<file path="src/tlpd_pkg.sv">
// Shared types, codes and reset constants of the two-level deframer.
// Used by every module of the block; depends on nothing.
`default_nettype none

package tlpd_pkg;

    // default length counter width and register reset value
    localparam int unsigned LEN_BITS_DEFAULT = 16;
    localparam logic [15:0] MAX_LEN_RESET    = 16'd8192;

    // input beat kinds
    localparam logic [1:0] KIND_BYTE   = 2'd0;
    localparam logic [1:0] KIND_CLOSE  = 2'd1;
    localparam logic [1:0] KIND_REOPEN = 2'd2;

    // result kinds
    localparam logic RES_DATA  = 1'b0;
    localparam logic RES_ERROR = 1'b1;

    // error codes
    localparam logic [1:0] ERR_FRAME_LEN  = 2'd0;
    localparam logic [1:0] ERR_COMPRESSED = 2'd1;
    localparam logic [1:0] ERR_RECORD_LEN = 2'd2;

    // header bit that marks a compressed body
    localparam int unsigned COMPRESS_BIT = 0;

    // register index of max_len
    localparam logic REG_MAX_LEN = 1'b0;

    // parser phase
    typedef enum logic [3:0] {
        PH_HEADER  = 4'b0001,
        PH_RECLEN  = 4'b0010,
        PH_PAYLOAD = 4'b0100,
        PH_SKIP    = 4'b1000
    } t_phase;

    // one input beat
    typedef struct packed {
        logic [1:0] kind;
        logic [7:0] rx_byte;
    } t_item;

    // one result beat
    typedef struct packed {
        logic       result_kind;
        logic [7:0] out_byte;
        logic       record_first;
        logic       record_last;
        logic [1:0] fault_code;
    } t_result;

endpackage

`default_nettype wire

</file>
<file path="src/tlpd_cfg.sv">
// Configuration register file: max_len behind an APB-style port.
// Depends on tlpd_pkg; hands the effective length limit to the parser.
`default_nettype none

module tlpd_cfg
    import tlpd_pkg::*;
#(
    parameter int unsigned LEN_BITS = LEN_BITS_DEFAULT
) (
    input  wire logic                i_clk,
    input  wire logic                i_rst_n,
    input  wire logic                psel,
    input  wire logic                penable,
    input  wire logic                pwrite,
    input  wire logic [2:0]          paddr,
    input  wire logic [31:0]         pwdata,
    output logic      [31:0]         prdata,
    output logic                     pready,
    output logic      [LEN_BITS-1:0] o_limit
);

    localparam int unsigned CW = (LEN_BITS > 16) ? LEN_BITS : 16;
    localparam logic [CW-1:0] LEN_MASK_C = CW'((64'd1 << LEN_BITS) - 64'd1);

    logic [15:0]   r_max_len;
    logic [CW-1:0] max_len_c;

    // register write on the access cycle
    always_ff @(posedge i_clk) begin
        if (!i_rst_n) begin
            r_max_len <= MAX_LEN_RESET;
        end else if (psel && penable && pwrite && pready && (paddr[2] == REG_MAX_LEN)) begin
            r_max_len <= pwdata[15:0];
        end
    end

    assign pready = 1'b1;
    assign prdata = (paddr[2] == REG_MAX_LEN) ? {16'd0, r_max_len} : 32'd0;

    // limit in force is max_len capped at the counter range
    assign max_len_c = CW'(r_max_len);
    assign o_limit   = (max_len_c < LEN_MASK_C) ? max_len_c[LEN_BITS-1:0]
                                                : LEN_MASK_C[LEN_BITS-1:0];

endmodule

`default_nettype wire

</file>
<file path="src/tlpd_in_stage.sv">
// Input register of the deframer: holds one accepted beat for the parser.
// Depends on tlpd_pkg for the beat type.
`default_nettype none

module tlpd_in_stage
    import tlpd_pkg::*;
(
    input  wire logic  i_clk,
    input  wire logic  i_rst_n,
    input  wire logic  i_valid,
    output logic       o_ready,
    input  wire t_item i_item,
    input  wire logic  i_consume,
    output logic       o_valid,
    output t_item      o_item
);

    logic  r_valid;
    t_item r_item;

    // register refills in the same cycle the parser takes its beat
    assign o_ready = !r_valid || i_consume;

    always_ff @(posedge i_clk) begin
        if (!i_rst_n) begin
            r_valid <= 1'b0;
        end else if (i_valid && o_ready) begin
            r_valid <= 1'b1;
        end else if (i_consume) begin
            r_valid <= 1'b0;
        end
    end

    always_ff @(posedge i_clk) begin
        if (i_valid && o_ready) begin
            r_item <= i_item;
        end
    end

    assign o_valid = r_valid;
    assign o_item  = r_item;

endmodule

`default_nettype wire

</file>
<file path="src/tlpd_core.sv">
// Parser state and per-beat decode of frame headers, record lengths and payload.
// Depends on tlpd_pkg; fed by the input stage, drives the output register.
`default_nettype none

module tlpd_core
    import tlpd_pkg::*;
#(
    parameter int unsigned LEN_BITS = LEN_BITS_DEFAULT
) (
    input  wire logic                i_clk,
    input  wire logic                i_rst_n,
    input  wire logic [LEN_BITS-1:0] i_limit,
    input  wire logic                i_item_valid,
    input  wire t_item               i_item,
    input  wire logic                i_out_free,
    output logic                     o_consume,
    output logic                     o_res_valid,
    output t_result                  o_res
);

    localparam int unsigned CW = (LEN_BITS > 16) ? LEN_BITS : 16;

    logic                r_closed,     n_closed;
    t_phase              r_phase,      n_phase;
    logic [1:0]          r_hdr_cnt,    n_hdr_cnt;
    logic [23:0]         r_hdr,        n_hdr;
    logic                r_cflag,      n_cflag;
    logic [LEN_BITS-1:0] r_frame_rem,  n_frame_rem;
    logic [7:0]          r_rec_lo,     n_rec_lo;
    logic [LEN_BITS-1:0] r_rec_rem,    n_rec_rem;
    logic                r_rlc,        n_rlc;

    logic [LEN_BITS-1:0] fr_dec;
    logic [LEN_BITS-1:0] rr_dec;
    logic [30:0]         hdr_len;
    logic [30:0]         lim_hdr;
    logic [CW-1:0]       rec_len_c;
    logic [CW-1:0]       lim_c;
    logic [CW-1:0]       fr_dec_c;
    logic                res_valid;
    t_result             res;

    assign fr_dec    = r_frame_rem - LEN_BITS'(1);
    assign rr_dec    = r_rec_rem - LEN_BITS'(1);
    assign hdr_len   = {i_item.rx_byte, r_hdr[23:1]};
    assign lim_hdr   = 31'(i_limit);
    assign rec_len_c = CW'({i_item.rx_byte, r_rec_lo});
    assign lim_c     = CW'(i_limit);
    assign fr_dec_c  = CW'(fr_dec);

    // next state and result for the beat in the input register
    always_comb begin
        n_closed    = r_closed;
        n_phase     = r_phase;
        n_hdr_cnt   = r_hdr_cnt;
        n_hdr       = r_hdr;
        n_cflag     = r_cflag;
        n_frame_rem = r_frame_rem;
        n_rec_lo    = r_rec_lo;
        n_rec_rem   = r_rec_rem;
        n_rlc       = r_rlc;
        res_valid   = 1'b0;
        res         = '0;

        if (i_item_valid) begin
            case (i_item.kind)
                KIND_CLOSE: begin
                    n_closed = 1'b1;
                end
                KIND_REOPEN: begin
                    n_closed    = 1'b0;
                    n_phase     = PH_HEADER;
                    n_hdr_cnt   = '0;
                    n_hdr       = '0;
                    n_cflag     = 1'b0;
                    n_frame_rem = '0;
                    n_rec_lo    = '0;
                    n_rec_rem   = '0;
                    n_rlc       = 1'b0;
                end
                KIND_BYTE: begin
                    if (!r_closed) begin
                        case (r_phase)
                            // collect the four header bytes, check on the last
                            PH_HEADER: begin
                                if (r_hdr_cnt != 2'd3) begin
                                    n_hdr_cnt = r_hdr_cnt + 2'd1;
                                    case (r_hdr_cnt)
                                        2'd0:    n_hdr[7:0]   = i_item.rx_byte;
                                        2'd1:    n_hdr[15:8]  = i_item.rx_byte;
                                        default: n_hdr[23:16] = i_item.rx_byte;
                                    endcase
                                end else begin
                                    n_cflag   = r_hdr[COMPRESS_BIT];
                                    n_hdr_cnt = '0;
                                    n_hdr     = '0;
                                    if ((hdr_len == '0) || (hdr_len > lim_hdr)) begin
                                        n_closed       = 1'b1;
                                        res_valid      = 1'b1;
                                        res.result_kind = RES_ERROR;
                                        res.fault_code = ERR_FRAME_LEN;
                                    end else begin
                                        n_frame_rem = hdr_len[LEN_BITS-1:0];
                                        n_rlc       = 1'b0;
                                        n_phase     = r_hdr[COMPRESS_BIT] ? PH_SKIP : PH_RECLEN;
                                    end
                                end
                            end
                            // two-byte record length
                            PH_RECLEN: begin
                                n_frame_rem = fr_dec;
                                if (!r_rlc) begin
                                    n_rec_lo = i_item.rx_byte;
                                    n_rlc    = 1'b1;
                                    if (fr_dec == '0) begin
                                        // lone trailing byte is dropped
                                        n_rlc   = 1'b0;
                                        n_phase = PH_HEADER;
                                    end
                                end else begin
                                    n_rlc = 1'b0;
                                    if ((rec_len_c == '0) || (rec_len_c > lim_c)) begin
                                        n_closed        = 1'b1;
                                        res_valid       = 1'b1;
                                        res.result_kind = RES_ERROR;
                                        res.fault_code  = ERR_RECORD_LEN;
                                    end else if (rec_len_c <= fr_dec_c) begin
                                        n_rec_rem = rec_len_c[LEN_BITS-1:0];
                                        n_rlc     = 1'b1;
                                        n_phase   = PH_PAYLOAD;
                                    end else begin
                                        // record overruns the frame: skip the rest
                                        n_phase = (fr_dec == '0) ? PH_HEADER : PH_SKIP;
                                    end
                                end
                            end
                            // payload bytes go out with first and last marks
                            PH_PAYLOAD: begin
                                res_valid         = 1'b1;
                                res.result_kind   = RES_DATA;
                                res.out_byte      = i_item.rx_byte;
                                res.record_first  = r_rlc;
                                res.record_last   = (r_rec_rem == LEN_BITS'(1));
                                n_rlc             = 1'b0;
                                n_rec_rem         = rr_dec;
                                n_frame_rem       = fr_dec;
                                if (rr_dec == '0) begin
                                    n_phase = (fr_dec == '0) ? PH_HEADER : PH_RECLEN;
                                end
                            end
                            // discard the rest of the frame, flag a compressed body at its end
                            PH_SKIP: begin
                                n_frame_rem = fr_dec;
                                if (fr_dec == '0) begin
                                    n_phase = PH_HEADER;
                                    n_rlc   = 1'b0;
                                    if (r_cflag) begin
                                        n_cflag         = 1'b0;
                                        n_closed        = 1'b1;
                                        res_valid       = 1'b1;
                                        res.result_kind = RES_ERROR;
                                        res.fault_code  = ERR_COMPRESSED;
                                    end
                                end
                            end
                            default: begin
                                n_phase = PH_HEADER;
                            end
                        endcase
                    end
                end
                default: begin
                end
            endcase
        end
    end

    // a beat with no result never waits on the output side
    assign o_consume   = i_item_valid && (!res_valid || i_out_free);
    assign o_res_valid = i_item_valid && res_valid;
    assign o_res       = res;

    always_ff @(posedge i_clk) begin
        if (!i_rst_n) begin
            r_closed    <= 1'b0;
            r_phase     <= PH_HEADER;
            r_hdr_cnt   <= '0;
            r_hdr       <= '0;
            r_cflag     <= 1'b0;
            r_frame_rem <= '0;
            r_rec_lo    <= '0;
            r_rec_rem   <= '0;
            r_rlc       <= 1'b0;
        end else if (o_consume) begin
            r_closed    <= n_closed;
            r_phase     <= n_phase;
            r_hdr_cnt   <= n_hdr_cnt;
            r_hdr       <= n_hdr;
            r_cflag     <= n_cflag;
            r_frame_rem <= n_frame_rem;
            r_rec_lo    <= n_rec_lo;
            r_rec_rem   <= n_rec_rem;
            r_rlc       <= n_rlc;
        end
    end

endmodule

`default_nettype wire

</file>
<file path="src/tlpd_out_stage.sv">
// Result register of the deframer: holds one result beat until it is taken.
// Depends on tlpd_pkg for the result type.
`default_nettype none

module tlpd_out_stage
    import tlpd_pkg::*;
(
    input  wire logic    i_clk,
    input  wire logic    i_rst_n,
    input  wire logic    i_load,
    input  wire t_result i_res,
    output logic         o_free,
    output logic         o_valid,
    input  wire logic    i_ready,
    output t_result      o_res
);

    logic    r_valid;
    t_result r_res;

    // free when empty or being drained this cycle
    assign o_free = !r_valid || i_ready;

    always_ff @(posedge i_clk) begin
        if (!i_rst_n) begin
            r_valid <= 1'b0;
        end else if (i_load) begin
            r_valid <= 1'b1;
        end else if (i_ready) begin
            r_valid <= 1'b0;
        end
    end

    always_ff @(posedge i_clk) begin
        if (i_load) begin
            r_res <= i_res;
        end
    end

    assign o_valid = r_valid;
    assign o_res   = r_res;

endmodule

`default_nettype wire

</file>
<file path="src/two_level_length_prefix_deframer.sv">
// Top level of the two-level length-prefixed deframer.
// Depends on tlpd_pkg, tlpd_cfg, tlpd_in_stage, tlpd_core and tlpd_out_stage.
//
//  channel  | direction | signals                                  | content
//  ---------+-----------+------------------------------------------+----------------------------
//  s stream | in        | i_s_tvalid o_s_tready i_s_tdata i_s_tuser | rx byte, beat kind
//  m stream | out       | o_m_tvalid i_m_tready o_m_tdata o_m_tuser | record byte or error
//           |           | o_m_tlast                                 | last byte of a record
//  apb      | in/out    | psel penable pwrite paddr pwdata prdata   | max_len at byte address 0
//
// One beat per cycle while the m side takes results; a beat is decoded from the input
// register and its result is loaded into the result register, which drives the m side.
// The rate is set by the combinational decode between input and result registers.
// Synchronous active-low reset clears the parser to header phase, session open.
// A stalled m side only holds the s side once both the result and input
// registers are full; beats that give no result drain regardless.
`default_nettype none

module two_level_length_prefix_deframer
    import tlpd_pkg::*;
#(
    parameter int unsigned LEN_BITS = LEN_BITS_DEFAULT
) (
    input  wire logic        i_clk,
    input  wire logic        i_rst_n,
    // slave stream
    input  wire logic        i_s_tvalid,
    output logic             o_s_tready,
    input  wire logic [7:0]  i_s_tdata,   // [7:0] rx_byte
    input  wire logic [1:0]  i_s_tuser,   // [1:0] kind
    // master stream
    output logic             o_m_tvalid,
    input  wire logic        i_m_tready,
    output logic      [15:0] o_m_tdata,   // [7:0] out_byte, [9:8] fault_code, [15:10] zero
    output logic      [1:0]  o_m_tuser,   // [0] result_kind, [1] record_first
    output logic             o_m_tlast,   // record_last
    // configuration
    input  wire logic        psel,
    input  wire logic        penable,
    input  wire logic        pwrite,
    input  wire logic [2:0]  paddr,
    input  wire logic [31:0] pwdata,
    output logic      [31:0] prdata,
    output logic             pready
);

    logic [LEN_BITS-1:0] limit;
    t_item               s_item;
    t_item               core_item;
    logic                core_item_valid;
    logic                consume;
    logic                out_free;
    logic                res_valid;
    t_result             res;
    t_result             m_res;

    assign s_item.kind    = i_s_tuser;
    assign s_item.rx_byte = i_s_tdata;

    // register file
    tlpd_cfg #(
        .LEN_BITS (LEN_BITS)
    ) u_cfg (
        .i_clk   (i_clk),
        .i_rst_n (i_rst_n),
        .psel    (psel),
        .penable (penable),
        .pwrite  (pwrite),
        .paddr   (paddr),
        .pwdata  (pwdata),
        .prdata  (prdata),
        .pready  (pready),
        .o_limit (limit)
    );

    // input register
    tlpd_in_stage u_in (
        .i_clk     (i_clk),
        .i_rst_n   (i_rst_n),
        .i_valid   (i_s_tvalid),
        .o_ready   (o_s_tready),
        .i_item    (s_item),
        .i_consume (consume),
        .o_valid   (core_item_valid),
        .o_item    (core_item)
    );

    // parser
    tlpd_core #(
        .LEN_BITS (LEN_BITS)
    ) u_core (
        .i_clk        (i_clk),
        .i_rst_n      (i_rst_n),
        .i_limit      (limit),
        .i_item_valid (core_item_valid),
        .i_item       (core_item),
        .i_out_free   (out_free),
        .o_consume    (consume),
        .o_res_valid  (res_valid),
        .o_res        (res)
    );

    // result register
    tlpd_out_stage u_out (
        .i_clk   (i_clk),
        .i_rst_n (i_rst_n),
        .i_load  (res_valid && out_free),
        .i_res   (res),
        .o_free  (out_free),
        .o_valid (o_m_tvalid),
        .i_ready (i_m_tready),
        .o_res   (m_res)
    );

    assign o_m_tdata = {6'd0, m_res.fault_code, m_res.out_byte};
    assign o_m_tuser = {m_res.record_first, m_res.result_kind};
    assign o_m_tlast = m_res.record_last;

endmodule

`default_nettype wire

</file>
<file path="config.mk">
export PLATFORM = sky130hd
export DESIGN_NAME = two_level_length_prefix_deframer
export DESIGN_NICKNAME = d
export VERILOG_FILES = /design/src/tlpd_pkg.sv /design/src/tlpd_cfg.sv /design/src/tlpd_in_stage.sv /design/src/tlpd_core.sv /design/src/tlpd_out_stage.sv /design/src/two_level_length_prefix_deframer.sv
export SDC_FILE = /design/constraint.sdc
export NUM_CORES = 1
export LEC_CHECK = 0
export BUFFER_PORTS_ARGS = -buffer_cell sky130_fd_sc_hd__buf_2
export CELL_PAD_IN_SITES_DETAIL_PLACEMENT = 2
export CELL_PAD_IN_SITES_GLOBAL_PLACEMENT = 2
export CORE_ASPECT_RATIO = 0.6
export CORE_MARGIN = 2
export CORE_UTILIZATION = 35
export DETAILED_ROUTE_END_ITERATION = 7
export PLACE_DENSITY = 0.92
export SYNTH_ARGS = -nofsm -noshare
export SYNTH_HDL_FRONTEND = slang
export SYNTH_SLANG_ARGS = --single-unit
</file>
<file path="constraint.sdc">
create_clock -name i_clk -period 5.3 [get_ports i_clk]
set_input_delay 0.795 -clock i_clk [delete_from_list [all_inputs] [get_ports i_clk]]
set_output_delay 0.795 -clock i_clk [all_outputs]
set_load 0.02 [all_outputs]
</file>
# --- Word level (Yosys, flattened, before mapping) ---
# Index checks and enable logic that the tools add are counted.
op_classes:
  order_cmp: 4
  n_addsub: 3
  bitwise_logic: 4
  muxes: 77
  n_reduce_logical: 40
  n_eq_ne: 28
op_table:
  columns: ["operator", "n"]
  rows:
  - ["2-to-1 mux 16 bit", 9]
  - ["case mux 16 bit (2 select lines)", 4]
  - ["2-to-1 mux 24 bit", 3]
  - ["logical NOT 16 bit", 3]
  - ["2-to-1 mux 8 bit", 6]
  - ["case mux 24 bit (2 select lines)", 1]
  - ["2-to-1 mux 4 bit", 10]
  - ["subtractor 16 x 1 -> 16 bit, second input constant", 2]
  - ["greater-than comparator 31 x 16 -> 1 bit", 1]
  - ["logical NOT 31 bit", 1]
  - ["2-to-1 mux 1 bit", 25]
  - ["!= test 3 bit, second input constant", 8]
  - ["AND reduction 6 bit", 4]
  - ["AND reduction 8 bit", 3]
  - ["== test 16 x 1 -> 1 bit, second input constant", 1]
  - ["greater-than comparator 16 bit", 1]
  - ["less-or-equal comparator 16 bit", 1]
  - ["less-than comparator 16 bit, second input constant", 1]
  - ["case mux 4 bit (4 select lines)", 1]
  - ["case mux 8 bit (2 select lines)", 1]
  - ["!= test 3 x 2 -> 1 bit, second input constant", 5]
  - ["2-to-1 mux 2 bit", 7]
  - ["AND reduction 7 bit", 2]
  - ["!= test 2 bit, second input constant", 5]
  - ["26 further kinds", 51]
word_totals:
  inputBits: 52
  elab_cells: 177
  output_inout_bits: 54
  ff_bits: 114

# --- Logic depth before layout (Yosys ltp) ---
# Gate-level depths: netlist of run 1.
logic_depth:
  ltp_word: 16
  depth_mapped: 16
  ltp_nobuf: 14

# --- Cells and area by module ---
# From an unflattened synthesis of run 1, not the netlist that was laid out.
unflattened:
  hier_cells: 930
  area_unflattened_um2: 7753.7
modules_own_cells:
  columns: ["mod", "n_inst", "area_each_um2", "seq_area_each_um2", "cells_each"]
  rows:
  - ["tlpd_core", 1, 5929.4, 1461.4, 768]
  - ["tlpd_cfg", 1, 972.2, 320.3, 122]
  - ["tlpd_out_stage", 1, 439.2, 410.4, 17]
  - ["tlpd_in_stage", 1, 357.8, 320.3, 15]
  - ["two_level_length_prefix_deframer", 1, 55.1, 0.0, 8]

# --- Worst setup path after synthesis of run 1 ---
# OpenSTA, ideal clock, no wires.
synth_timing:
  kind: "register -> register"
  startpoint: "reg u_core.r_frame_rem[2]"
  endpoint: "reg u_core.r_rec_rem[9]"
  required_ns: 5.177
  period_less_slack_ns: 3.888
  stages_incl_launch_ff: 14
  setup_ns: 0.123
  path_buffers: 2
  slack_ns: 1.412
  arrival_time_ns: 3.766
  path_cell_list: "dfxtp_1 > buf_2 > or4_4 > or3_4 > or4_4 > and2_1 > ha_1 > nand4_1 > nor4_1 > nor2_1 > o311ai_0 > nand3_4 > buf_6 > mux2i_1"
synth_via:
  elab_chain_len: 11
  word_cells_on_any_way: 13
  classes_between: "add/sub (1); order compare (1); eq/ne (1); mux (5); reduce/logical (5)"
synth_rtl:
  columns: ["element", "line", "source"]
  rows:
  - ["start: declaration", "tlpd_core.sv:28", "logic [LEN_BITS-1:0] r_frame_rem, n_frame_rem;"]
  - ["start signal: assignment", "tlpd_core.sv:200", "r_frame_rem <= n_frame_rem;"]
  - ["subtractor 16 x 1 -> 16 bit (*)", "tlpd_core.sv:43", "assign fr_dec = r_frame_rem - LEN_BITS'(1);"]
  - ["logical NOT 16 bit", "tlpd_core.sv:154", "if (fr_dec == '0) begin"]
  - ["2-to-1 mux 1 bit", "tlpd_core.sv:154", null]
  - ["case mux 1 bit (4 select lines)", "tlpd_core.sv:83", "case (r_phase)"]
  - ["2-to-1 mux 1 bit", "tlpd_core.sv:82", "if (!r_closed) begin"]
  - ["2-to-1 mux 1 bit", "tlpd_core.sv:66", "case (i_item.kind)"]
  - ["2-to-1 mux 1 bit", "tlpd_core.sv:65", "if (i_item_valid) begin"]
  - ["logical NOT 1 bit", "tlpd_core.sv:179", "assign o_consume = i_item_valid && (!res_valid || i_out_free);"]
  - ["logical OR 1 bit", "tlpd_core.sv:179", null]
  - ["logical AND 1 bit", "tlpd_core.sv:179", null]
  - ["AND reduction 8 bit (no source line) (*)", null, null]
  - ["end signal: assignment", "tlpd_core.sv:202", "r_rec_rem <= n_rec_rem;"]
  - ["end: declaration", "tlpd_core.sv:30", "logic [LEN_BITS-1:0] r_rec_rem, n_rec_rem;"]
# Every way passes the cells marked *; elsewhere a longest branch is shown, timed or not.
# A chain may end at the register's enable or synchronous reset.

# --- Worst setup path after layout of run 1 ---
layout_timing:
  startpoint: "reg u_core.r_frame_rem[0]"
  endpoint: "reg u_core.r_rec_rem[0]"
# The elaborated chain is that of the path after synthesis.

==> results of run 1 <==
## power by group through the flow
stage / Sequential (µW) / Clock [µW] / Combinational [µW]
global route: 923 / 1390 / 223
finish: 922 / 1340 / 208
detailed placement: 940 / 0 / 200
global placement: 938 / 0 / 187
CTS: 921 / 1350 / 205
floorplan: 929 / 0 / 140
## worst max-delay path by stage
stage                          startpoint                   to  slack, ns  cells after the start
finish              u_core.r_frame_rem[0]  u_core.r_rec_rem[0]       0.40                     14
global route        u_core.r_frame_rem[0]  u_core.r_rec_rem[0]       0.11                     14
CTS                 u_core.r_frame_rem[0]  u_core.r_rec_rem[0]       0.48                     14
detailed placement  u_core.r_frame_rem[0]  u_core.r_rec_rem[0]       0.66                     14
global placement    u_core.r_frame_rem[0]  u_core.r_rec_rem[0]       0.91                     14
floorplan           u_core.r_frame_rem[2]  u_core.r_rec_rem[9]       1.41                     13
## registers in the layout, summed over array words and instances, names as in the netlist
| signal | cells |
|---|---|
| u_core.r_closed | 1 |
| u_core.r_rlc | 1 |
| u_core.r_phase | 4 |
| u_core.r_rec_rem | 16 |
| u_core.r_cflag | 1 |
| u_in.o_item | 10 |
| u_core.r_hdr | 24 |
| u_out.o_res | 13 |
| u_core.r_frame_rem | 16 |
| u_in.o_valid | 1 |
| u_core.r_hdr_cnt | 2 |
| u_out.o_valid | 1 |
| u_core.r_rec_lo | 8 |
| u_cfg.max_len_c | 16 |
## routing by layer
metal,vias to the layer above,routed length [µm],GRT usage (%)
met1,3626,13300,35.8
met4,0,482,8.14
met2,240,13500,44.6
met5,-,0,0
li1,3264,-,-
met3,37,1840,5.90
## cell usage after synthesis, drive strengths merged, types with 4 or more instances
library cell  count  area share, %
nor4b             6           0.70
nor3b             7           0.70
and3              4           0.34
o21a              7           0.70
dfxtp            91             24
or4              14            1.5
a21oi            43            2.9
o211ai           21            2.1
a211oi            5           0.50
a2111oi           4           0.47
o31ai             4           0.47
o21ai            36            2.4
and2             14            1.2
clkbuf           41            2.1
nand2b            5           0.42
nand4            11            1.0
nor2             53            2.7
xnor2            18            2.1
a21o              7           0.70
nor4             14            1.2
nor3             16            1.1
buf              31            3.1
or3              13            1.2
inv              34            1.7
edfxtp           23            9.3
a211o             5           0.59
maj3              4           0.54
nand2           171            8.6
nor2b            13            1.1
xor2             13            1.5
mux2i            60            8.0
nand3            20            1.8
nand3b            5           0.50
ha               41            6.9
## per-stage QoR
step | total power (µW) | hold slack (ns) | util, % | setup slack (ns) | cells
2_1_floorplan | 1070 | 0.429 | - | 1.41 | 923
3_3_place_gp | 1120 | 0.440 | 37.9 | 0.912 | 1208
3_5_place_dp | 1140 | 0.450 | 37.9 | 0.660 | 1208
4_1_cts | 2480 | 0.464 | 41.1 | 0.480 | 1240
5_1_grt | 2540 | 0.487 | 41.1 | 0.111 | 1240
6_report | 2470 | 0.463 | 41.1 | 0.398 | 1240
## cell families (layout without fill, tap and decap cells)
group	Yosys count	in the layout	synth area share [%]
simple gates	377	377	25.1
compound gates	167	167	15.2
flops	114	114	33.7
buf+inv	106	144	6.82
mux	60	60	8.05
fa+ha+maj	45	45	7.41
xor+xnor	31	31	3.64
other cells	2	23	0.101
## critical path, cell delays in order (launching register included)
cell	delay (ns)
sky130_fd_sc_hd__dfxtp_1	0.40
sky130_fd_sc_hd__inv_1	0.15
sky130_fd_sc_hd__ha_1	0.30
sky130_fd_sc_hd__nor4b_1	0.74
sky130_fd_sc_hd__nand2_1	0.21
sky130_fd_sc_hd__nor3_1	0.33
sky130_fd_sc_hd__xnor2_1	0.22
sky130_fd_sc_hd__ha_1	0.31
sky130_fd_sc_hd__a21o_1	0.18
sky130_fd_sc_hd__a21oi_1	0.19
sky130_fd_sc_hd__o211a_1	0.29
sky130_fd_sc_hd__nor2_1	0.11
sky130_fd_sc_hd__o311ai_0	0.55
sky130_fd_sc_hd__nand3_4	0.41
sky130_fd_sc_hd__o32ai_1	0.42
## layout make-up
| type | count | area (µm²) | share of cell area, % |
|---|---|---|---|
| clock inverter | 10 | 169 | 1.96 |
| clock buffer | 22 | 505 | 5.87 |
| inverter | 34 | 128 | 1.48 |
| timing repair buffer | 78 | 425 | 4.94 |
| multi-input combinational | 703 | 4530 | 52.5 |
| tap | 279 | 349 | 4.05 |
| sequential | 114 | 2510 | 29.2 |
==> impl_summary.txt, run 1 <==
----------------------------------------------------
[Run status]
  Run status ... complete, no violations

[Pwr]
  Cell-internal power ... 1830 µW
  Power share of the sequential group ... 37.4%
  Switching power ... 635 µW
  Clock Power Share ... 54.2%
  Switching share of power ... 25.7%
  Power density over cell area ... 286 nW/µm²
  Share of power burned in combinational logic ... 8.4%
  Maximum vdd drop ... 0.000217 V
  Static leakage power ... 0.00362 µW

[Clock network]
  Clock slew at reported path FFs ... 0.07 ns
  Number of hold buffers added after cts ... 0
  Later-pin clock latency in the skew report ... 0.45 ns
  Number of gates resized after CTS ... 0
  Clock buffer count from CTS ... 17
  Clock buffer depth ... 2
  Number of post-CTS setup repair buffers ... 0
  Cell chosen for the clock root ... sky130_fd_sc_hd__clkbuf_16
  Clock tree from TritonCTS ... done
  TritonCTS sink count ... 114
  Maximum level of the CTS H-tree ... 4

[Worst setup path]
  CP Capture Type ... flip-flop
  Category of the critical setup timing path ... flip-flop to flip-flop
  Critical Path AT ... 5.25 ns
  Required @ worst endpoint ... 5.65 ns
  Critical R2R Launch ... u_core.r_frame_rem[0]
  Worst R2R End ... u_core.r_rec_rem[0]
  Register-to-register setup slack ... 0.40 ns
  R2R cell count ... 14
  Category of the worst setup path launch point ... flip-flop
  Biggest fanout along the worst timing path ... 16

[Placed design]
  Placed wire-length estimate ... 21.0 mm
  Routability Congestion ... 0.877
  Port Buffer Count ... 64
  Area after detailed placement ... 7940 µm²

[Synthesis]
  Flop and latch count out of synthesis ... 114
  Post-synth EDFFs ... 23
  Number of library cell types mapped by synthesis ... 69
  Most frequently used flop master after synthesis ... sky130_fd_sc_hd__dfxtp_1
  Average cell area after synthesis ... 8.28 µm²
  Post-Synthesis Cell Area ... 7460 µm²
  Async set-or-reset flop fraction in the synthesized netlist ... 0%
  Count of warnings emitted by yosys ... 0
  Sequential share of the synthesized area ... 33.7%
  Gate count after technology mapping ... 902

[STA]
  Max_slew headroom ... 10.6%
  Setup_tns ... 0 ns
  Measured slew at the worst slew-check pin ... 1.34 ns
  Endpoints failing setup ... 0
  Setup clock skew after layout ... 0.0141 ns
  Maximum clock rate ... 204 MHz
  Fin. Hold Viols ... 0
  Number of max-slew violations in the final report ... 0
  Portion of the clock cycle consumed by the worst path in the final layout ... 92.5%
  RSZ-0062 raised after global routing ... no
  Final critical delay including setup and external delays ... 4.90 ns

[Floorplan]
  Std-Cell Core Area ... 21,000 µm²
  Die area ... 22,500 µm²
  Initial core utilization ... 35.6%
  X dimension of the die ... 193 µm
  Die extent in y ... 117 µm
  Total I/O pin count ... 106
  Site Rows ... 41

[Routing]
  Via total after detailed routing ... 7,167
  Number of remaining DRC errors ... 0
  Number of detailed-routing iterations run before antenna repair ... 5
  Vias per inst ... 5.78
  Drt initial violations ... 566
  Post-DRT Antenna Nets ... 0
  Detailed Route WL ... 29.2 mm
  Per-cell routed wire length ... 23.5 µm

[Global routing]
  First-pass GRT wire length ... 45.4 mm
  Number of antenna violations at the first check in global routing ... 0
  Grt ovf ... 0
  Via count of the first global-routing pass ... 7,654
  Largest net degree at the start of global routing ... 67
  Total global-route track usage ... 27.0%

[Hold path]
  Cells on Worst Hold Path ... 2
  Hold Crit Endpoint ... u_cfg.max_len_c[7]
  Worst min-delay path category ... flip-flop to flip-flop
  Worst Hold Launch ... u_cfg.max_len_c[7]

[Final layout]
  Most frequent cells in the layout ... sky130_fd_sc_hd__nand2_1, sky130_fd_sc_hd__dfxtp_1, sky130_fd_sc_hd__buf_2
  Fraction of layout cells with a size suffix above 1 ... 13.1%
  Filler cell count in the final layout ... 2,368
  Final standard cell area without fillers ... 8620 µm²
  Area growth syn-to-layout ... 15.4%
  Antenna diodes ... 0
  Final #Nets ... 1,041
  Leading cell type in the layout, fill and taps excluded ... sky130_fd_sc_hd__nand2_1

[Flow run]
  Max-cap violations ... 0

----------------------------------------------------
(Power assumes the default switching activity.)
==> run 2: changes to the inputs <==
CORE_ASPECT_RATIO = 0.75   (was 0.6)
clock period = 5.4 ns   (was 5.3 ns; I/O delays follow)
==> impl_summary.txt, run 2 (synthesized netlist as in run 1, its figures left out) <==
----------------------------------------------------
[Worst setup path]
  Cell class contributing the biggest share of worst-path delay ... compound AO/OA/AOI/OAI gates
  Worst R2R End ... u_core.r_rec_rem[0]
  Critical Path Start ... u_core.r_rec_lo[6]
  Critical Path AT ... 4.07 ns (-1.18 ns)
  Cell chain of the critical path ... ha_1 -> nand3_1 -> a21oi_1 -> a2111oi_0 -> o221a_2 -> a211oi_1 -> or3_1 -> o211ai_1 -> buf_2
  Biggest fanout along the worst timing path ... 5 (-11)
  R2R cell count ... 11 (-3)
  CP Capture Type ... primary output
  Required @ worst endpoint ... 4.59 ns (-1.06 ns)
  Crit-path slowest cell ... sky130_fd_sc_hd__a2111oi_0
  Category of the critical setup timing path ... flip-flop to primary output
  Register-to-register setup slack ... 0.64 ns (+0.24 ns)
  Crit-path max cell delay ... 0.80 ns (+0.06 ns)
  Buffering stage count on the worst path with inverters included ... 1 (unchanged)
  End point of the critical path ... o_s_tready
  Critical R2R Launch ... u_core.r_frame_rem[0]
  Category of the worst setup path launch point ... flip-flop
  Worst path depth ... 9 (-5)

[Pwr]
  Cell-internal power ... 1600 µW (-13%)
  Static leakage power ... 0.00356 µW (-1.4%)
  Clock Power Share ... 51.1% (-3.1 points)
  Total power after layout ... 2300 µW (-7.0%)
  Switching power ... 693 µW (+9.2%)
  Switching share of power ... 30.2% (+4.5 points)
  Maximum vdd drop ... 0.000182 V (-16%)
  Share of power burned in combinational logic ... 9.6% (+1.2 points)
  Power density over cell area ... 269 nW/µm² (-6.1%)
  Power share of the sequential group ... 39.4% (+2.0 points)

[Final layout]
  Leading cell type in the layout, fill and taps excluded ... sky130_fd_sc_hd__nand2_1
  Largest Register ... u_core.r_hdr
  Flip-flop count of the largest register after layout ... 24 (unchanged)
  Area of the multi-input gates ... 4530 µm² (+0.14%)
  Filler cell count in the final layout ... 2,346 (-0.93%)
  Fraction of layout cells with a size suffix above 1 ... 13.1% (+0.014 points)
  Area growth syn-to-layout ... 14.4%
  Antenna diodes ... 0 (unchanged)
  Sequential standard cell area ... 2510 µm² (unchanged)
  Final #Nets ... 1,040 (-0.096%)
  Most frequent cells in the layout ... sky130_fd_sc_hd__nand2_1, sky130_fd_sc_hd__dfxtp_1, sky130_fd_sc_hd__buf_2
  Final standard cell utilization of the core ... 40.6% (-0.43 points)

[Routing]
  Number of remaining DRC errors ... 0 (unchanged)
  Vias per inst ... 6.00 (+3.7%)
  Detailed Route WL ... 33.8 mm (+16%)
  Via total after detailed routing ... 7,482 (+4.4%)
  Drt initial violations ... 536 (-5.3%)
  Post-DRT Antenna Nets ... 0 (unchanged)
  Per-cell routed wire length ... 27.1 µm (+15%)
  Number of detailed-routing iterations run before antenna repair ... 5 (unchanged)

[STA]
  Number of max-slew violations in the final report ... 0 (unchanged)
  RSZ-0062 raised after global routing ... no
  Worst setup margin ... 0.521 ns (+0.123 ns)
  Final critical delay including setup and external delays ... 4.88 ns
  Max_slew headroom ... 19.6% (+9.0 points)
  Portion of the clock cycle consumed by the worst path in the final layout ... 90.3%
  Maximum clock rate ... 205 MHz
  Fin. Hold Viols ... 0 (unchanged)
  Measured slew at the worst slew-check pin ... 1.20 ns (-0.131 ns)
  Setup_tns ... 0 ns (unchanged)
  Setup clock skew after layout ... 0.0130 ns (-0.00107 ns)
  Endpoints failing setup ... 0 (unchanged)

[Global routing]
  Grt ovf ... 0 (unchanged)
  First-pass GRT wire length ... 51.5 mm (+14%)
  Number of antenna violations at the first check in global routing ... 3 (+3)
  Total global-route track usage ... 30.4% (+3.4 points)
  Largest net degree at the start of global routing ... 68 (+1.5%)
  Via count of the first global-routing pass ... 8,389 (+9.6%)

[Clock network]
  Cell chosen for the clock root ... sky130_fd_sc_hd__clkbuf_16
  Clock buffer count from CTS ... 17 (unchanged)
  Maximum level of the CTS H-tree ... 4 (unchanged)
  Clock slew at reported path FFs ... 0.07 ns (about the same)
  Clock buffer depth ... 2 (unchanged)
  TritonCTS sink count ... 114 (unchanged)
  Clock tree from TritonCTS ... done
  Number of hold buffers added after cts ... 0 (unchanged)
  Later-pin clock latency in the skew report ... 0.44 ns (about the same)

[Floorplan]
  X dimension of the die ... 173 µm (-10%)
  Total I/O pin count ... 106 (unchanged)
  Std-Cell Core Area ... 21,000 µm² (+0.12%)
  Initial core utilization ... 35.5% (-0.044 points)
  Site Rows ... 46 (+12%)
  Die area ... 22,500 µm² (-0.11%)
  Die extent in y ... 130 µm (+11%)

[Hold path]
  Worst Hold Launch ... u_core.r_hdr[19]
  Worst min-delay path category ... flip-flop to flip-flop

[Placed design]
  Dpl ws ... 0.757 ns (+0.0965 ns)
  Routability Congestion ... 0.870 (-0.75%)
  Placed wire-length estimate ... 21.1 mm (+0.76%)
  Port Buffer Count ... 64 (unchanged)

[Flow run]
  Max-cap violations ... 0 (unchanged)

[Run status]
  Run status ... complete, no violations

----------------------------------------------------
run 2: cell count changes in the layout (fill, tap and decap cells not counted):
cell	change
sky130_fd_sc_hd__buf_4	-1
sky130_fd_sc_hd__inv_6	+7
sky130_fd_sc_hd__clkinvlp_4	+1
sky130_fd_sc_hd__inv_8	+3
sky130_fd_sc_hd__clkbuf_8	-4
sky130_fd_sc_hd__bufinv_16	-3
sky130_fd_sc_hd__clkinv_2	-1
sky130_fd_sc_hd__clkbuf_16	-1
sky130_fd_sc_hd__nor4_1	-1
sky130_fd_sc_hd__nor4_2	+1
sky130_fd_sc_hd__clkinv_4	-2
run 2: tightest hold or removal path: stages (launching register included):
cell and delay, ns:
sky130_fd_sc_hd__dfxtp_1 0.31, sky130_fd_sc_hd__nand2_1 0.06, sky130_fd_sc_hd__mux2i_1 0.06
run 2: worst min path at each step:
| stage | endpoint | slack [ns] | depth (start not counted) |
|---|---|---|---|
| 3_5_place_dp | u_cfg.max_len_c[10] | 0.45 | 2 |
| 3_3_place_gp | u_core.r_hdr[18] | 0.44 | 2 |
| 2_1_floorplan | u_core.r_hdr[18] | 0.43 | 2 |
| 6_report | u_core.r_hdr[19] | 0.47 | 2 |
| 5_1_grt | u_core.r_hdr[19] | 0.50 | 2 |
| 4_1_cts | u_cfg.max_len_c[11] | 0.47 | 2 |
run 2: per-stage QoR:
step | instance area [µm²] | hold slack, ns | std cells
6_report | 8540 | 0.472 | 1248
2_1_floorplan | 7540 | 0.429 | 923
5_1_grt | 8540 | 0.499 | 1248
3_3_place_gp | 7950 | 0.439 | 1216
3_5_place_dp | 7950 | 0.451 | 1216
4_1_cts | 8530 | 0.473 | 1248
run 2: repair_timing:
| item | CTS | global route |
|---|---|---|
| setup buffers | 0 | 0 |
| resized for setup | 0 | 1 |
| endpoints found under the setup margin | 0 | 1 |
run 2: layout make-up:
type	instances	area share [%]
clock buffers	17	4.98
multi-input cells	703	53.1
repair buffers	77	4.90
flip-flops and latches	114	29.4
inverters	34	1.49
clock inverters	15	1.86
well taps	288	4.22
run 2: power groups by stage:
stage	Combinational (µW)	Clock (µW)	Sequential [µW]
after floorplan	138	0	912
after global placement	186	0	917
after detailed placement	199	0	919
after CTS	213	1180	901
after global routing	232	1210	904
final	220	1170	903
run 2: per-layer routing:
layer  GRT usage [%]  up-vias  part of all wire, %
met2            53.9      306                   49
met3            8.51      115                  7.1
li1                -     3266                    -
met1            33.8     3795                   39
met4            16.4        0                  4.9
met5               0        -                    0
==> run 3: changes to the inputs <==
ABC_AREA = 1   (was unset)
CORE_UTILIZATION = 32   (was 35)
==> impl_summary.txt, run 3 <==
----------------------------------------------------
[Run status]
  Run status ... complete, no violations

[Clock network]
  Later-pin clock latency in the skew report ... 0.44 ns (about the same)
  Maximum level of the CTS H-tree ... 4 (unchanged)
  Clock buffer count from CTS ... 17 (unchanged)
  Number of hold buffers added after cts ... 0 (unchanged)
  Cell chosen for the clock root ... sky130_fd_sc_hd__clkbuf_16
  TritonCTS sink count ... 114 (unchanged)
  Clock tree from TritonCTS ... done
  Clock buffer depth ... 2 (unchanged)
  Number of gates resized after CTS ... 0 (unchanged)
  Clock slew at reported path FFs ... 0.06 ns (about the same)
  Number of post-CTS setup repair buffers ... 0 (unchanged)

[STA]
  Setup_tns ... 0 ns (unchanged)
  Maximum clock rate ... 226 MHz (+10%)
  Measured slew at the worst slew-check pin ... 1.31 ns (+0.106 ns)
  Number of max-slew violations in the final report ... 0 (unchanged)
  Portion of the clock cycle consumed by the worst path in the final layout ... 81.9% (-8.4 points)
  RSZ-0062 raised after global routing ... no
  Setup clock skew after layout ... 0.0114 ns (-0.00156 ns)
  Fin. Hold Viols ... 0 (unchanged)
  Final critical delay including setup and external delays ... 4.42 ns (-0.455 ns)
  Endpoints failing setup ... 0 (unchanged)
  Max_slew headroom ... 12.3% (-7.3 points)

[Global routing]
  First-pass GRT wire length ... 49.7 mm (-3.7%)
  Number of antenna violations at the first check in global routing ... 0 (-3)
  Largest net degree at the start of global routing ... 70 (+2.9%)
  Via count of the first global-routing pass ... 8,884 (+5.9%)
  Total global-route track usage ... 25.2% (-5.2 points)
  Grt ovf ... 0 (unchanged)

[Flow run]
  Max-cap violations ... 0 (unchanged)

[Placed design]
  Placed instance count ... 1,511 (+24%)
  Port Buffer Count ... 64 (unchanged)
  Area after detailed placement ... 8130 µm² (+2.3%)
  Placed wire-length estimate ... 22.2 mm (+5.1%)
  Routability Congestion ... 0.818 (-6.0%)

[Final layout]
  Largest Register ... u_core.r_hdr
  Sequential standard cell area ... 2510 µm² (unchanged)
  Final standard cell area without fillers ... 8730 µm² (+2.3%)
  Flip-flop count of the largest register after layout ... 24 (unchanged)
  Finished Layout Cells ... 1,543 (+24%)
  Fraction of layout cells with a size suffix above 1 ... 10.5% (-2.6 points)
  Antenna diodes ... 0 (unchanged)
  Leading cell type in the layout, fill and taps excluded ... sky130_fd_sc_hd__nand2_1
  Final standard cell utilization of the core ... 36.7% (-3.9 points)
  Most frequent cells in the layout ... sky130_fd_sc_hd__nand2_1, sky130_fd_sc_hd__nor2_1, sky130_fd_sc_hd__inv_1
  Area of the multi-input gates ... 4310 µm² (-5.0%)
  Area growth syn-to-layout ... 13.7%
  Final #Nets ... 1,317 (+27%)
  Filler cell count in the final layout ... 2,916 (+24%)

[Synthesis]
  Most numerous cell in the Yosys netlist ... sky130_fd_sc_hd__nand2_1
  Combinational family with the most area after synthesis ... simple AND/OR/NAND/NOR gates
  Post-Synthesis Cell Area ... 7680 µm² (+2.9%)
  Post-synth EDFFs ... 23 (unchanged)
  Basic-gate share of the synthesized area counting and, or, nand and nor cells ... 34.4% (+9.3 points)
  Gate count after technology mapping ... 1,179 (+31%)
  Leading cell types by count after synthesis ... sky130_fd_sc_hd__nand2_1, sky130_fd_sc_hd__nor2_1, sky130_fd_sc_hd__inv_1, sky130_fd_sc_hd__a21oi_1, sky130_fd_sc_hd__dfxtp_1
  Average cell area after synthesis ... 6.51 µm² (-21%)
  Synthesized-area fraction occupied by ao, oa, aoi and oai cells ... 11.9% (-3.2 points)
  Synth Area in Adders ... 6.68% (-0.73 points)
  Number of library cell types mapped by synthesis ... 44 (-36%)
  Share of the synthesized area in the top cell type ... 23.7% (-0.68 points)
  Count of warnings emitted by yosys ... 0 (unchanged)
  Dominant cell type by area after synthesis ... sky130_fd_sc_hd__dfxtp_1
  Area share of xor/xnor cells in the synthesized design ... 1.94% (-1.7 points)
  Most area-consuming cells after synthesis ... sky130_fd_sc_hd__dfxtp_1, sky130_fd_sc_hd__nand2_1, sky130_fd_sc_hd__nor2_1
  Flop and latch count out of synthesis ... 114 (unchanged)
  Sequential share of the synthesized area ... 32.7% (-0.94 points)
  Share of cell area taken by muxes after synthesis ... 0% (-8.0 points)
  Most frequently used flop master after synthesis ... sky130_fd_sc_hd__dfxtp_1
  Async set-or-reset flop fraction in the synthesized netlist ... 0% (unchanged)

[Pwr]
  Power density over cell area ... 324 nW/µm² (+21%)
  Maximum vdd drop ... 0.000251 V (+38%)
  Total power after layout ... 2830 µW (+23%)
  Static leakage power ... 0.00424 µW (+19%)

[Routing]
  Per-cell routed wire length ... 20.2 µm (-25%)
  Vias per inst ... 5.22 (-13%)
  Number of detailed-routing iterations run before antenna repair ... 5 (unchanged)
  Detailed Route WL ... 31.1 mm (-7.8%)
  Via total after detailed routing ... 8,049 (+7.6%)
  Number of remaining DRC errors ... 0 (unchanged)
  Drt initial violations ... 351 (-35%)
  Post-DRT Antenna Nets ... 0 (unchanged)

[Worst setup path]
  Critical Path Most Common Cell ... sky130_fd_sc_hd__nand3_1
  Critical Path AT ... 4.75 ns (+0.68 ns)
  Crit-path slowest cell ... sky130_fd_sc_hd__nand4_2
  Category of the worst setup path launch point ... flip-flop
  Category of the critical setup timing path ... flip-flop to flip-flop
  CP Capture Type ... flip-flop
  Crit-path max cell delay ... 0.70 ns (-0.10 ns)
  Cell chain of the critical path ... clkinv_1 -> ha_1 -> nand3_1 -> clkinv_1 -> nand3_1 -> nand2_2 -> ha_1 -> nand4_1 -> nor3_1 -> nand2_1 -> nand3_1 -> a21oi_1 -> a21oi_1 -> nand4_2 -> o21bai_1 -> nor2_1
  Required @ worst endpoint ... 5.72 ns (+1.13 ns)
  Biggest fanout along the worst timing path ... 32 (+27)

[Floorplan]
  Initial core utilization ... 32.3% (-3.3 points)
  X dimension of the die ... 183 µm (+5.9%)
  Die extent in y ... 138 µm (+5.9%)
  Die area ... 25,300 µm² (+12%)
  Total I/O pin count ... 106 (unchanged)
  Site Rows ... 49 (+6.5%)
  Std-Cell Core Area ... 23,800 µm² (+13%)

[Hold path]
  Worst min-delay path category ... flip-flop to flip-flop

----------------------------------------------------
[run 3: changes by cell type in the layout (fill, tap and decap cells not counted), sizes merged, moves of 17 or more]
cell / previous run / this run
nor2: 53 / 211
inv: 45 / 154
nand2: 171 / 274
a21oi: 43 / 118
mux2i: 60 / 0
nand3: 20 / 65
o211ai: 21 / 1
nand4: 11 / 28
[run 3: path summary, 6_finish.rpt]
kind / start / to / slack (ns) / cells past startpoint
max: u_core.r_frame_rem[0] / u_core.r_rec_rem[15] / 0.98 / 16
min: u_core.r_hdr[23] / u_core.r_hdr[23] / 0.51 / 2
max reg2reg: u_core.r_frame_rem[0] / u_core.r_rec_rem[15] / 0.98 / 16
min reg2reg: u_core.r_hdr[23] / u_core.r_hdr[23] / 0.51 / 2
[run 3: final cells by class]
type	instances	share of cell area (%)
clock buffer	17	4.87
timing repair buffer	68	4.01
inverter	152	6.56
sequential	114	28.8
multi-input combinational	871	49.3
clock inverter	15	2.08
tap	306	4.38
[run 3: logic make-up after synthesis]
logic type      after synthesis
xor+xnor                     17
fa+ha+maj                    41
compound gates              176
flops                       114
buf+inv                     215
other cells                   2
simple gates                614
[run 3: per-layer routing]
metal | up-vias | global-route usage (%) | routed length [µm]
met3 | 43 | 4.11 | 1250
met5 | - | 0 | 0
met2 | 174 | 42.2 | 14700
met4 | 0 | 7.62 | 585
li1 | 3831 | - | -
met1 | 4001 | 33.4 | 14600
[run 3: per-stage QoR]
| step | hold slack [ns] | worst slack [ns] |
|---|---|---|
| 2_1_floorplan | 0.440 | 2.45 |
| 3_3_place_gp | 0.463 | 1.36 |
| 3_5_place_dp | 0.474 | 1.10 |
| 4_1_cts | 0.514 | 0.962 |
| 5_1_grt | 0.526 | 0.619 |
| 6_report | 0.513 | 0.976 |
[run 3: power breakdown]
group          internal (µW)  switching (µW)
combinational            187             466
clock                    730             492
sequential               906            49.8
[run 3: critical path: cells and delay by family, from the launching register on]
family	cells	cell delay, ns
flip-flops	1	0.35
buffers and inverters	2	0.42
AO/OA/AOI/OAI	3	0.73
AND/OR/NAND/NOR	9	1.95
adder cells (fa/ha/maj)	2	0.84
